## src/hdl/cebj_pkg.sv

```systemverilog
// Shared types and constants for the capped exponential backoff jitter unit.
package cebj_pkg;

    // Field and port widths.
    localparam int CFG_W   = 16;
    localparam int RETRY_W = 8;
    localparam int RND_W   = 32;
    localparam int DELAY_W = 17;
    localparam int ADDR_W  = 4;
    localparam int DATA_W  = 32;

    // Configuration register defaults after reset.
    localparam logic [CFG_W-1:0] RST_MIN_BACKOFF = 16'd10;
    localparam logic [CFG_W-1:0] RST_CAPPED_BASE = 16'd640;
    localparam logic [CFG_W-1:0] RST_MAX_BACKOFF = 16'd1000;

    // Register indexes, taken from paddr[3:2].
    typedef enum logic [1:0] {
        REG_MIN_BACKOFF = 2'd0,
        REG_CAPPED_BASE = 2'd1,
        REG_MAX_BACKOFF = 2'd2
    } reg_idx_t;

    // Current configuration as seen by the datapath.
    typedef struct packed {
        logic [CFG_W-1:0] min_backoff;
        logic [CFG_W-1:0] capped_base;
        logic [CFG_W-1:0] max_backoff;
    } cfg_t;

    // One item between the base/window front end and the remainder pipeline.
    typedef struct packed {
        logic [CFG_W-1:0] base;
        logic [CFG_W-1:0] divisor;
        logic [RND_W-1:0] rnd;
    } job_t;

endpackage

```

## src/hdl/capped_exponential_backoff_jitter_unit.sv

```systemverilog
// Pipeline from item acceptance to delay_out valid: two stages for the capped
// base and jitter window, 32 remainder stages (one random_word bit each)
// and one output stage that adds base and remainder.
// Throughput: one item per cycle; a stall at the output backs up stage by stage.
// Reset clears all pipeline valid bits and loads min 10, capped base 640, max 1000.
module capped_exponential_backoff_jitter_unit (
    input  logic                         clk,
    input  logic                         rst_n,
    input  logic                         psel,
    input  logic                         penable,
    input  logic                         pwrite,
    input  logic [cebj_pkg::ADDR_W-1:0]  paddr,
    input  logic [cebj_pkg::DATA_W-1:0]  pwdata,
    output logic [cebj_pkg::DATA_W-1:0]  prdata,
    output logic                         pready,
    input  logic                         in_valid,
    output logic                         in_ready,
    input  logic [cebj_pkg::RETRY_W-1:0] retry_number,
    input  logic [cebj_pkg::RND_W-1:0]   random_word,
    output logic                         out_valid,
    input  logic                         out_ready,
    output logic [cebj_pkg::DELAY_W-1:0] delay_out
);
    import cebj_pkg::*;

    cfg_t cfg;
    job_t job;
    logic job_valid;
    logic job_ready;

    // Configuration registers.
    cebj_cfg_regs u_cfg_regs (
        .clk     (clk),
        .rst_n   (rst_n),
        .psel    (psel),
        .penable (penable),
        .pwrite  (pwrite),
        .paddr   (paddr),
        .pwdata  (pwdata),
        .prdata  (prdata),
        .pready  (pready),
        .cfg     (cfg)
    );

    // Base delay and jitter window.
    cebj_base_calc u_base_calc (
        .clk          (clk),
        .rst_n        (rst_n),
        .cfg          (cfg),
        .in_valid     (in_valid),
        .in_ready     (in_ready),
        .retry_number (retry_number),
        .random_word  (random_word),
        .out_valid    (job_valid),
        .out_ready    (job_ready),
        .job          (job)
    );

    // Jitter remainder and final delay.
    cebj_mod_pipe u_mod_pipe (
        .clk       (clk),
        .rst_n     (rst_n),
        .in_valid  (job_valid),
        .in_ready  (job_ready),
        .job       (job),
        .out_valid (out_valid),
        .out_ready (out_ready),
        .delay_out (delay_out)
    );

endmodule

```

## src/hdl/cebj_cfg_regs.sv

```systemverilog
// APB-style configuration registers for min, capped base and max backoff.
module cebj_cfg_regs (
    input  logic                       clk,
    input  logic                       rst_n,
    input  logic                       psel,
    input  logic                       penable,
    input  logic                       pwrite,
    input  logic [cebj_pkg::ADDR_W-1:0] paddr,
    input  logic [cebj_pkg::DATA_W-1:0] pwdata,
    output logic [cebj_pkg::DATA_W-1:0] prdata,
    output logic                       pready,
    output cebj_pkg::cfg_t             cfg
);
    import cebj_pkg::*;

    logic [CFG_W-1:0] min_backoff_reg;
    logic [CFG_W-1:0] capped_base_reg;
    logic [CFG_W-1:0] max_backoff_reg;
    logic [CFG_W-1:0] min_backoff_next;
    logic [CFG_W-1:0] capped_base_next;
    logic [CFG_W-1:0] max_backoff_next;
    logic             wr_en;
    reg_idx_t         reg_idx;

    assign pready  = 1'b1;
    assign wr_en   = psel && penable && pwrite;
    assign reg_idx = reg_idx_t'(paddr[3:2]);

    // Write decode; an address beyond the last register is ignored.
    always_comb
    begin
        min_backoff_next = min_backoff_reg;
        capped_base_next = capped_base_reg;
        max_backoff_next = max_backoff_reg;
        if (wr_en)
        begin
            unique case (reg_idx)
                REG_MIN_BACKOFF: min_backoff_next = pwdata[CFG_W-1:0];
                REG_CAPPED_BASE: capped_base_next = pwdata[CFG_W-1:0];
                REG_MAX_BACKOFF: max_backoff_next = pwdata[CFG_W-1:0];
                default:         ;
            endcase
        end
    end

    // Register storage.
    always_ff @(posedge clk or negedge rst_n)
    begin
        if (!rst_n)
        begin
            min_backoff_reg <= RST_MIN_BACKOFF;
            capped_base_reg <= RST_CAPPED_BASE;
            max_backoff_reg <= RST_MAX_BACKOFF;
        end
        else
        begin
            min_backoff_reg <= min_backoff_next;
            capped_base_reg <= capped_base_next;
            max_backoff_reg <= max_backoff_next;
        end
    end

    // Read decode.
    always_comb
    begin
        unique case (reg_idx)
            REG_MIN_BACKOFF: prdata = {{(DATA_W-CFG_W){1'b0}}, min_backoff_reg};
            REG_CAPPED_BASE: prdata = {{(DATA_W-CFG_W){1'b0}}, capped_base_reg};
            REG_MAX_BACKOFF: prdata = {{(DATA_W-CFG_W){1'b0}}, max_backoff_reg};
            default:         prdata = '0;
        endcase
    end

    assign cfg.min_backoff = min_backoff_reg;
    assign cfg.capped_base = capped_base_reg;
    assign cfg.max_backoff = max_backoff_reg;

endmodule

```

## src/hdl/cebj_base_calc.sv

```systemverilog
// Two-stage front end: capped base delay, then jitter window and divisor.
module cebj_base_calc (
    input  logic                         clk,
    input  logic                         rst_n,
    input  cebj_pkg::cfg_t               cfg,
    input  logic                         in_valid,
    output logic                         in_ready,
    input  logic [cebj_pkg::RETRY_W-1:0] retry_number,
    input  logic [cebj_pkg::RND_W-1:0]   random_word,
    output logic                         out_valid,
    input  logic                         out_ready,
    output cebj_pkg::job_t               job
);
    import cebj_pkg::*;

    logic               a_valid_reg;
    logic [CFG_W-1:0]   a_base_reg;
    logic [RND_W-1:0]   a_rnd_reg;
    logic               b_valid_reg;
    job_t               b_job_reg;
    logic               a_ready;
    logic               b_ready;

    logic [CFG_W-1:0]   half;
    logic [RETRY_W-1:0] shift_cnt;
    logic [4:0]         shift_amt;
    logic [2*CFG_W-1:0] scaled;
    logic               reach;
    logic [CFG_W-1:0]   base_a;

    logic [CFG_W-1:0]   diff;
    logic [CFG_W-1:0]   window;
    logic [CFG_W-1:0]   divisor_b;

    assign b_ready  = !b_valid_reg || out_ready;
    assign a_ready  = !a_valid_reg || b_ready;
    assign in_ready = a_ready;

    // Stage A: the doubling loop in closed form. The base is checked against
    // half the cap before each doubling and only grows, so only the check
    // before the last doubling decides whether the cap is reached.
    always_comb
    begin
        half      = cfg.capped_base >> 1;
        shift_cnt = retry_number - 8'd1;
        shift_amt = (shift_cnt > 8'd16) ? 5'd16 : shift_cnt[4:0];
        scaled    = {{CFG_W{1'b0}}, cfg.min_backoff} << shift_amt;
        reach     = scaled >= {{CFG_W{1'b0}}, half};
        if (retry_number == '0)
        begin
            base_a = (cfg.min_backoff > cfg.capped_base) ? cfg.capped_base
                                                          : cfg.min_backoff;
        end
        else if (reach)
        begin
            base_a = cfg.capped_base;
        end
        else
        begin
            // Below half the cap, so one more doubling stays within 16 bits.
            base_a = {scaled[CFG_W-2:0], 1'b0};
        end
    end

    // Stage B: jitter window limited to base-1; a zero base gives a zero window.
    always_comb
    begin
        diff = cfg.max_backoff - a_base_reg;
        if (a_base_reg == '0)
        begin
            window = '0;
        end
        else if ((cfg.max_backoff >= a_base_reg) && (diff < a_base_reg))
        begin
            window = diff;
        end
        else
        begin
            window = a_base_reg - 16'd1;
        end
        divisor_b = window + 16'd1;
    end

    // Valid bits.
    always_ff @(posedge clk or negedge rst_n)
    begin
        if (!rst_n)
        begin
            a_valid_reg <= 1'b0;
            b_valid_reg <= 1'b0;
        end
        else
        begin
            if (a_ready)
            begin
                a_valid_reg <= in_valid;
            end
            if (b_ready)
            begin
                b_valid_reg <= a_valid_reg;
            end
        end
    end

    // Payload registers.
    always_ff @(posedge clk)
    begin
        if (a_ready && in_valid)
        begin
            a_base_reg <= base_a;
            a_rnd_reg  <= random_word;
        end
        if (b_ready && a_valid_reg)
        begin
            b_job_reg.base    <= a_base_reg;
            b_job_reg.divisor <= divisor_b;
            b_job_reg.rnd     <= a_rnd_reg;
        end
    end

    assign out_valid = b_valid_reg;
    assign job       = b_job_reg;

    // The divisor never exceeds a nonzero base.
    assert property (@(posedge clk) disable iff (!rst_n)
        b_valid_reg && (b_job_reg.base != '0) |-> b_job_reg.divisor <= b_job_reg.base)
        else $error("divisor exceeds base");

    // A zero base must give a unit divisor so the delay comes out as zero.
    assert property (@(posedge clk) disable iff (!rst_n)
        b_valid_reg && (b_job_reg.base == '0) |-> b_job_reg.divisor == 16'd1)
        else $error("zero base without unit divisor");

    // An item in stage A moves to stage B when stage B can take it.
    assert property (@(posedge clk) disable iff (!rst_n)
        a_valid_reg && b_ready |=> b_valid_reg)
        else $error("item lost between stage A and stage B");

endmodule

```

## src/hdl/cebj_mod_pipe.sv

```systemverilog
// Pipelined restoring remainder, one dividend bit per stage, then base plus jitter.
module cebj_mod_pipe (
    input  logic                         clk,
    input  logic                         rst_n,
    input  logic                         in_valid,
    output logic                         in_ready,
    input  cebj_pkg::job_t               job,
    output logic                         out_valid,
    input  logic                         out_ready,
    output logic [cebj_pkg::DELAY_W-1:0] delay_out
);
    import cebj_pkg::*;

    localparam int N = RND_W;

    logic               v_reg    [N];
    logic [CFG_W-1:0]   rem_reg  [N];
    logic [RND_W-1:0]   num_reg  [N];
    logic [CFG_W-1:0]   div_reg  [N];
    logic [CFG_W-1:0]   base_reg [N];
    logic               out_valid_reg;
    logic [DELAY_W-1:0] delay_reg;
    logic [N:0]         rdy;

    // Each stage can load when it is empty or its contents move on.
    assign rdy[N]   = !out_valid_reg || out_ready;
    assign in_ready = rdy[0];

    genvar gi;
    generate
        for (gi = 0; gi < N; gi++)
        begin : g_stage
            logic             src_v;
            logic [CFG_W-1:0] src_rem;
            logic [RND_W-1:0] src_num;
            logic [CFG_W-1:0] src_div;
            logic [CFG_W-1:0] src_base;
            logic [CFG_W:0]   trial;
            logic             ge;
            logic [CFG_W-1:0] rem_step;

            assign rdy[gi] = !v_reg[gi] || rdy[gi+1];

            // Stage inputs: the new item at the head, the previous stage elsewhere.
            if (gi == 0)
            begin : g_head
                assign src_v    = in_valid;
                assign src_rem  = '0;
                assign src_num  = job.rnd;
                assign src_div  = job.divisor;
                assign src_base = job.base;
            end
            else
            begin : g_body
                assign src_v    = v_reg[gi-1];
                assign src_rem  = rem_reg[gi-1];
                assign src_num  = num_reg[gi-1];
                assign src_div  = div_reg[gi-1];
                assign src_base = base_reg[gi-1];
            end

            // One restoring step: bring in the next dividend bit, subtract if it fits.
            always_comb
            begin
                trial    = {src_rem, src_num[RND_W-1]};
                ge       = trial >= {1'b0, src_div};
                rem_step = ge ? CFG_W'(trial - {1'b0, src_div}) : trial[CFG_W-1:0];
            end

            always_ff @(posedge clk or negedge rst_n)
            begin
                if (!rst_n)
                begin
                    v_reg[gi] <= 1'b0;
                end
                else if (rdy[gi])
                begin
                    v_reg[gi] <= src_v;
                end
            end

            always_ff @(posedge clk)
            begin
                if (rdy[gi] && src_v)
                begin
                    rem_reg[gi]  <= rem_step;
                    num_reg[gi]  <= {src_num[RND_W-2:0], 1'b0};
                    div_reg[gi]  <= src_div;
                    base_reg[gi] <= src_base;
                end
            end
        end
    endgenerate

    // Output register: base plus the final remainder.
    always_ff @(posedge clk or negedge rst_n)
    begin
        if (!rst_n)
        begin
            out_valid_reg <= 1'b0;
        end
        else if (rdy[N])
        begin
            out_valid_reg <= v_reg[N-1];
        end
    end

    always_ff @(posedge clk)
    begin
        if (rdy[N] && v_reg[N-1])
        begin
            delay_reg <= DELAY_W'(base_reg[N-1]) + DELAY_W'(rem_reg[N-1]);
        end
    end

    assign out_valid = out_valid_reg;
    assign delay_out = delay_reg;

    // The window logic upstream never hands over a zero divisor.
    assert property (@(posedge clk) disable iff (!rst_n)
        v_reg[0] |-> div_reg[0] != '0)
        else $error("zero divisor entered remainder pipeline");

    // After the last step the remainder is below the divisor.
    assert property (@(posedge clk) disable iff (!rst_n)
        v_reg[N-1] |-> rem_reg[N-1] < div_reg[N-1])
        else $error("final remainder not reduced");

    // A finished remainder reaches the output register when that register can load.
    assert property (@(posedge clk) disable iff (!rst_n)
        v_reg[N-1] && rdy[N] |=> out_valid_reg)
        else $error("item lost at output register");

endmodule
```

## config.mk

```make
export PLATFORM = sky130hd
export DESIGN_NAME = capped_exponential_backoff_jitter_unit
export DESIGN_NICKNAME = d
export VERILOG_FILES = /design/src/hdl/cebj_pkg.sv /design/src/hdl/capped_exponential_backoff_jitter_unit.sv /design/src/hdl/cebj_cfg_regs.sv /design/src/hdl/cebj_base_calc.sv /design/src/hdl/cebj_mod_pipe.sv
export SDC_FILE = /design/constraint.sdc
export NUM_CORES = 2
export LEC_CHECK = 0
export ABC_AREA = 1
export BUFFER_PORTS_ARGS = -buffer_cell sky130_fd_sc_hd__buf_2
export CAP_MARGIN = 20
export CORE_ASPECT_RATIO = 2
export CORE_UTILIZATION = 25
export DETAILED_ROUTE_END_ITERATION = 12
export GPL_ROUTABILITY_DRIVEN = 0
export PLACE_DENSITY_LB_ADDON = 0.3
export SLEW_MARGIN = 20
export SYNTH_ARGS = -nofsm -noshare
export SYNTH_HDL_FRONTEND = slang
export SYNTH_SLANG_ARGS = --single-unit
```

## constraint.sdc

```tcl
create_clock -name clk -period 7.6 [get_ports clk]
set_input_delay 0.38 -clock clk [delete_from_list [all_inputs] [get_ports clk]]
set_output_delay 0.38 -clock clk [all_outputs]
set_load 0.02 [all_outputs]
```

* After elaboration in Yosys (flattened, before gate mapping)
Memories as Yosys holds them, arrays and structs flattened.
Index checks and enable logic that the tools add are counted.
** Word-level totals
- Register bits after elaboration :: 212
- Memory bits (writable) :: 2528
- Input port bits :: 83
- Logic and storage cells :: 342
- Memories :: 4
** Memory list
- u_mod_pipe.num_reg :: words 32, width 31, rd ports 31, clocked after Yosys merged registers in 0, write ports 32, RTL line cebj_mod_pipe.sv:18 : logic [RND_W-1:0] num_reg [N];
- u_mod_pipe.base_reg :: words 32, width 16, rd ports 32, clocked after Yosys merged registers in 0, write ports 32, RTL line cebj_mod_pipe.sv:20 : logic [CFG_W-1:0] base_reg [N];
- u_mod_pipe.div_reg :: words 32, width 16, rd ports 31, clocked after Yosys merged registers in 0, write ports 32, RTL line cebj_mod_pipe.sv:19 : logic [CFG_W-1:0] div_reg [N];
- u_mod_pipe.rem_reg :: words 32, width 16, rd ports 32, clocked after Yosys merged registers in 0, write ports 32, RTL line cebj_mod_pipe.sv:17 : logic [CFG_W-1:0] rem_reg [N];
** Cells by class
- $add $sub $neg :: 37
- Order comparisons :: 37
- Equality and inequality tests :: 2
- Shift-type cells :: 1
- Muxes and demuxes :: 103
- Reductions and logical operators :: 114
** Operators by type and width (count)
- 2-to-1 mux 16 bit :: 37
- greater-or-equal comparator 17 x 16 -> 1 bit :: 31
- subtractor 16 bit :: 32
- 2-to-1 mux 1 bit :: 64
- one-hot mux 16 bit (3 select lines) :: 1
- logical AND 1 bit :: 38
- zero test 1 bit :: 35
- logical OR 1 bit :: 35
- greater-or-equal comparator 32 x 15 -> 1 bit :: 1
- left shift 16 x 5 -> 32 bit :: 1
- adder 16 x 16 -> 17 bit :: 1
- adder 16 x 1 -> 16 bit (second input constant) :: 1
- greater-or-equal comparator 1 x 16 -> 1 bit :: 1
- greater-or-equal comparator 16 bit :: 1
- greater-than comparator 16 bit :: 1
- zero test 16 bit :: 1
- less-than comparator 16 bit :: 1
- subtractor 1 x 16 -> 16 bit :: 1
- subtractor 16 x 1 -> 16 bit (second input constant) :: 1
- greater-than comparator 8 x 5 -> 1 bit (second input constant) :: 1
- zero test 8 bit :: 1
- subtractor 8 x 1 -> 8 bit (second input constant) :: 1
- AND reduction 2 bit :: 3
- 2-to-1 mux 5 bit :: 1
- other kinds (3) :: 3

* Logic depth before layout (Yosys ltp)
- Depth in word-level cells :: 37
- Gate-level depth with buffers :: 36

* Modules after synthesis
A second synthesis with hierarchy kept.
** Second synthesis, totals
- Cells, all modules :: 7785
- Area total of the unflattened synthesis :: 98978.7 um^2
** Modules (own cells, without submodules)
- cebj_mod_pipe :: instances 1, cells an instance 6475, area each 88232.1 um^2, seq. area each 61874.3 um^2
- cebj_base_calc :: instances 1, cells an instance 1008, area each 8328.0 um^2, seq. area each 3413.3 um^2
- cebj_cfg_regs :: instances 1, cells an instance 302, area each 2418.6 um^2, seq. area each 1213.7 um^2

* Worst setup path after synthesis
Ideal clock, no wire load.
- Kind :: register -> register
- Start :: reg u_mod_pipe.out_valid_reg (netlist: u_mod_pipe.out_valid)
- End :: mem u_mod_pipe.base_reg[0][0] (enable)
- Setup time :: 0.542 ns
- Data arrival time :: 5.442 ns
- Data required time :: 7.058 ns
- Slack :: 1.616 ns
- Stages on the path, launching flop included :: 18
- Buffers on the path :: 0
- Cells stage by stage :: dfrtp_1 nand4_2 nor2_2 nand4_2 nor2_2 nand4_2 nor2_2 nand4_2 nor2_4 nand4_2 nor2_2 nand4_2 nor2_2 nand4_2 nor2_2 nand4_2 nor2_4 a21oi_1
** RTL lines
- start: declaration :: RTL line cebj_mod_pipe.sv:21 : logic out_valid_reg;
- start signal: assignment :: RTL line cebj_mod_pipe.sv:104 : out_valid_reg <= v_reg[N-1];
- end: declaration :: RTL line cebj_mod_pipe.sv:20

* Worst setup path after layout
- Start :: reg u_base_calc.a_base_reg[2]
- End :: reg u_base_calc.b_job_reg, in the netlist u_base_calc.job[44] (data pin)
** On the way
- Longest elaborated chain between the ends :: 6
** RTL lines
- start: declaration :: RTL line cebj_base_calc.sv:17 : logic [CFG_W-1:0] a_base_reg;
- start signal: assignment :: RTL line cebj_base_calc.sv:110 : a_base_reg <= base_a;
- subtractor 16 bit :: RTL line cebj_base_calc.sv:68 : diff = cfg.max_backoff - a_base_reg;
- less-than comparator 16 bit :: RTL line cebj_base_calc.sv:73 : else if ((cfg.max_backoff >= a_base_reg) && (diff < a_base_reg))
- logical AND 1 bit :: RTL line cebj_base_calc.sv:73
- 2-to-1 mux 16 bit :: RTL line cebj_base_calc.sv:73
- 2-to-1 mux 16 bit * :: RTL line cebj_base_calc.sv:69 : if (a_base_reg == '0)
- adder 16 x 1 -> 16 bit * :: RTL line cebj_base_calc.sv:81 : divisor_b = window + 16'd1;
- via u_base_calc.divisor_b[12] :: RTL line cebj_base_calc.sv:33 : logic [CFG_W-1:0] divisor_b;
- end: declaration :: RTL line cebj_base_calc.sv:20 : job_t b_job_reg;
Mark *: on every way through the listed nets, which the timed path passes. The rest lies on a longest branch.
A chain may end at the register's enable or synchronous reset.

==> metrics.md <==
| Metric | Value |
|---|---|
| Area taken by multi-input logic gates | `27700 µm²` |
| Post-synth EDFFs | `about 2100` |
| TNS Setup | `0 ps` |
| Avg Inst Size Synth | `12.9 µm²` |
| Max Cap Viol | `0` |
| Reg2reg start | `u_base_calc.a_base_reg[2]$_DFFE_PP_` |
| Grt met1 use | `7.01%` |
| Final setup vio count | `0` |
| Pins Over Slew Limit | `0` |
| Max-Slew Margin vs Limit | `25.4%` |
| Final wirelength | `between 200 and 250 mm` |
| Critical Path End | `u_base_calc.job[44]$_DFFE_PP_` |
| Core Util, Final | `~29%` |
| Core area | `390000 µm²` |
| DIE AREA | `394000 µm²` |
| Num Clock Sinks | `2228` |
| Synthesized instance count | `~7600` |
| Clk_lat worst skew | `870 ps` |
| Least-Margin Pin Slew | `1120 ps` |
| CTS H-tree depth | `4` |
| Hold Crit Class | `in -> reg` |
| DRC viols | `0` |
| Crit-path most repeated cell | `nand2_1` |
| Pin count of the biggest net entering global routing | `80` |
| Critical Path Start Type | `flop` |
| Hold-fix buffer count after cts | `53` |
| GR Util All Layers | `10.3%` |
| Layer with the highest usage | `met2` |
| Distinct cells, synth | `64` |
| Highest clock rate | `0.159 GHz` |
| Total clock buffers created by CTS | `229` |
| # diodes | `0` |
| Leak | `0.0433 µW` |
| Die Wd | `444 µm` |
| Synth Register Bits | `roughly 2200` |
| Met3 Track Usage GR | `1.55%` |
| Max Root-Sink Buffers | `4` |
| FP Rows | `between 300 and 400` |
| Delay-heaviest family, CP | `simple AND/OR/NAND/NOR gates` |
| Buf+Inv Stages, Crit Path | `6` |
| Min Tclk post-route | `approximately 6300 ps` |
| Post-route design area | `113000 µm²` |
| R2r setup slk | `1320 ps` |
| Nets | `between 8000 and 9000` |
| Largest cells by area after synthesis | `edfxtp_1 (66%), ha_1 (7.4%), a21oi_1 (4.7%), nand2_1 (3.4%), inv_1 (3.1%)` |
| Die Height | `roughly 890 µm` |
| Grt ovf | `0` |
| Critical path depth | `33` |
| Root buffer cell | `clkbuf_16` |
| Io pins | `around 140` |
| Crit. Startpoint | `u_base_calc.a_base_reg[2]$_DFFE_PP_` |
| Sequential share of the synthesized area | `67.9%` |
| Req. time, crit path | `around 8200 ps` |
| Commonest non-fill, non-tap cell in the layout | `edfxtp_1` |
| Pwr dens | `399 nW/µm²` |
| Layout area overhead | `15.1%` |
| Via density | `4.24` |
| Tcrit/Tclk final | `82.6%` |
| TritonCTS clock tree | `done` |
| Placed Area | `105000 µm²` |
| RSZ-0062 raised after global routing | `no` |
| Post-CTS sizing | `0` |
| Register area | `66500 µm²` |
| PortBufs | `99` |
| Post-synth ARST share | `3.73%` |
| Worst Skew | `55.2 ps` |
| Fin. Hold Viols | `0` |
| WL/cell | `15.7 µm` |
| Share of the synthesized area in the top cell type | `65.8%` |
| Synth Cell Area | `97900 µm²` |
| DP HPWL | `around 160 mm` |
| CP endpoint kind | `flop` |
| Critical path class | `reg -> reg` |
| Via count | `56400` |
| CP max stage cell | `nand2_1` |
| VDD IR max | `0.199 mV` |
| Drt first pass iters | `5` |
| Most frequent cells in the layout | `edfxtp_1 (2145), a21oi_1 (928), nand2_1 (877), inv_1 (801), nor2_1 (639)` |
| Ys flop type | `edfxtp_1` |
| Post-route ant nets | `0` |
| Worst R2R Path Depth | `33` |
| FF-to-FF End | `u_base_calc.job[44]$_DFFE_PP_` |
| Post-CTS repair timing setup buffer count | `0` |
| Area leader, netlist | `edfxtp_1` |
| M2 GR Usage | `between 20% and 30%` |
| Initial core utilization | `25.1%` |
| Yosys warning total | `0` |
| Outcome | `finished, final reports clean` |
| Vias in the first global route | `60200` |
| Clk pin slew, worst setup/hold paths | `60 ps` |
| Number of fillers in the final layout | `39300` |
| Critical path arrival | `a little under 7000 ps` |
| Share of post-route cells with drive strength above 1 | `7.34%` |
| 1st-iter DRT viols | `2349` |
| Antenna violations before repair | `3` |
| Crit path max fanout | `23` |
| First-pass GRT wire length | `~320 mm` |
| Slowest Stage Delay on Critical Path | `470 ps` |
## Yosys cell counts (all sizes together) (3+ instances only)
| cell type | instances |
|---|---|
| a211oi | 10 |
| a21boi | 3 |
| a21o | 42 |
| a21oi | 929 |
| a311oi | 30 |
| a31oi | 16 |
| and2 | 3 |
| and3 | 3 |
| buf | 105 |
| clkbuf | 39 |
| clkinv | 3 |
| dfrtp | 73 |
| dfstp | 10 |
| edfxtp | 2145 |
| fa | 33 |
| ha | 582 |
| inv | 828 |
| nand2 | 891 |
| nand3 | 162 |
| nand4 | 35 |
| nor2 | 667 |
| nor3 | 48 |
| nor3b | 3 |
| nor4 | 21 |
| nor4b | 14 |
| o211ai | 29 |
| o21a | 3 |
| o21ai | 325 |
| o21bai | 73 |
| or2 | 5 |
| xnor2 | 239 |
| xor2 | 210 |
## through the flow
| stage | instances | power [µW] | hold slack [ps] | setup WS, ps |
|---|---|---|---|---|
| after global placement | 12800 | 33400 | 285 | 1140 |
| after detailed placement | 12800 | 33900 | 285 | 1410 |
| after global routing | 13300 | 47800 | 165 | 864 |
| after CTS | 13300 | 45400 | 135 | 1400 |
| final | 13300 | 45000 | 214 | 1320 |
| after floorplan | 7609 | 29500 | 84.4 | 1620 |
## report_power, final
part           switching, µW  total, µW  internal, µW
Sequential              1410      18600         17200
Combinational           9430      15100          5690
Clock                   4720      11200          6510
Total                  15600      45000         29400
## worst min path at each step
stage	depth (start not counted)	from	end	slack (ps)
after global placement	1	rst_n	u_cfg_regs.capped_base_reg[6]$_DFFE_PN0P_	280
after CTS	2	random_word[19]	u_base_calc.a_rnd_reg[19]$_DFFE_PP_	140
after global routing	2	random_word[23]	u_base_calc.a_rnd_reg[23]$_DFFE_PP_	170
final	2	random_word[28]	u_base_calc.a_rnd_reg[28]$_DFFE_PP_	210
after floorplan	0	rst_n	u_base_calc.a_valid_reg$_DFFE_PN0P_	80
after detailed placement	1	rst_n	u_cfg_regs.min_backoff_reg[6]$_DFFE_PN0P_	280
## per-layer routing
layer  part of all wire (%)  vias to the layer above
met5                      0                        -
met4                    6.3                        0
met3                    3.1                      592
met2                     63                     1064
met1                     27                    27200
li1                       -                    27500
## cell type report
type	count	area share, %
repair buffers	194	1.22
flip-flops and latches	2228	59.0
well taps	5216	5.79
multi-input cells	4406	24.6
clock inverters	142	1.32
inverters	831	2.77
clock buffers	277	5.30
## kinds of logic (layout without fill, tap and decap cells)
group	count (synthesis)	in the layout	synth area share [%]
xor gates and xnor gates	449	449	4.02
other	2	17	0.00767
and+or+nand+nor	1855	1855	7.83
DFF	2228	2228	67.9
muxes	2	2	0.0243
adders and majority gates	615	615	8.11
buffers and inverters	975	1444	3.96
AOI/OAI and AO/OA	1468	1468	8.12
No activity file was read; power rests on OpenSTA's default activity.
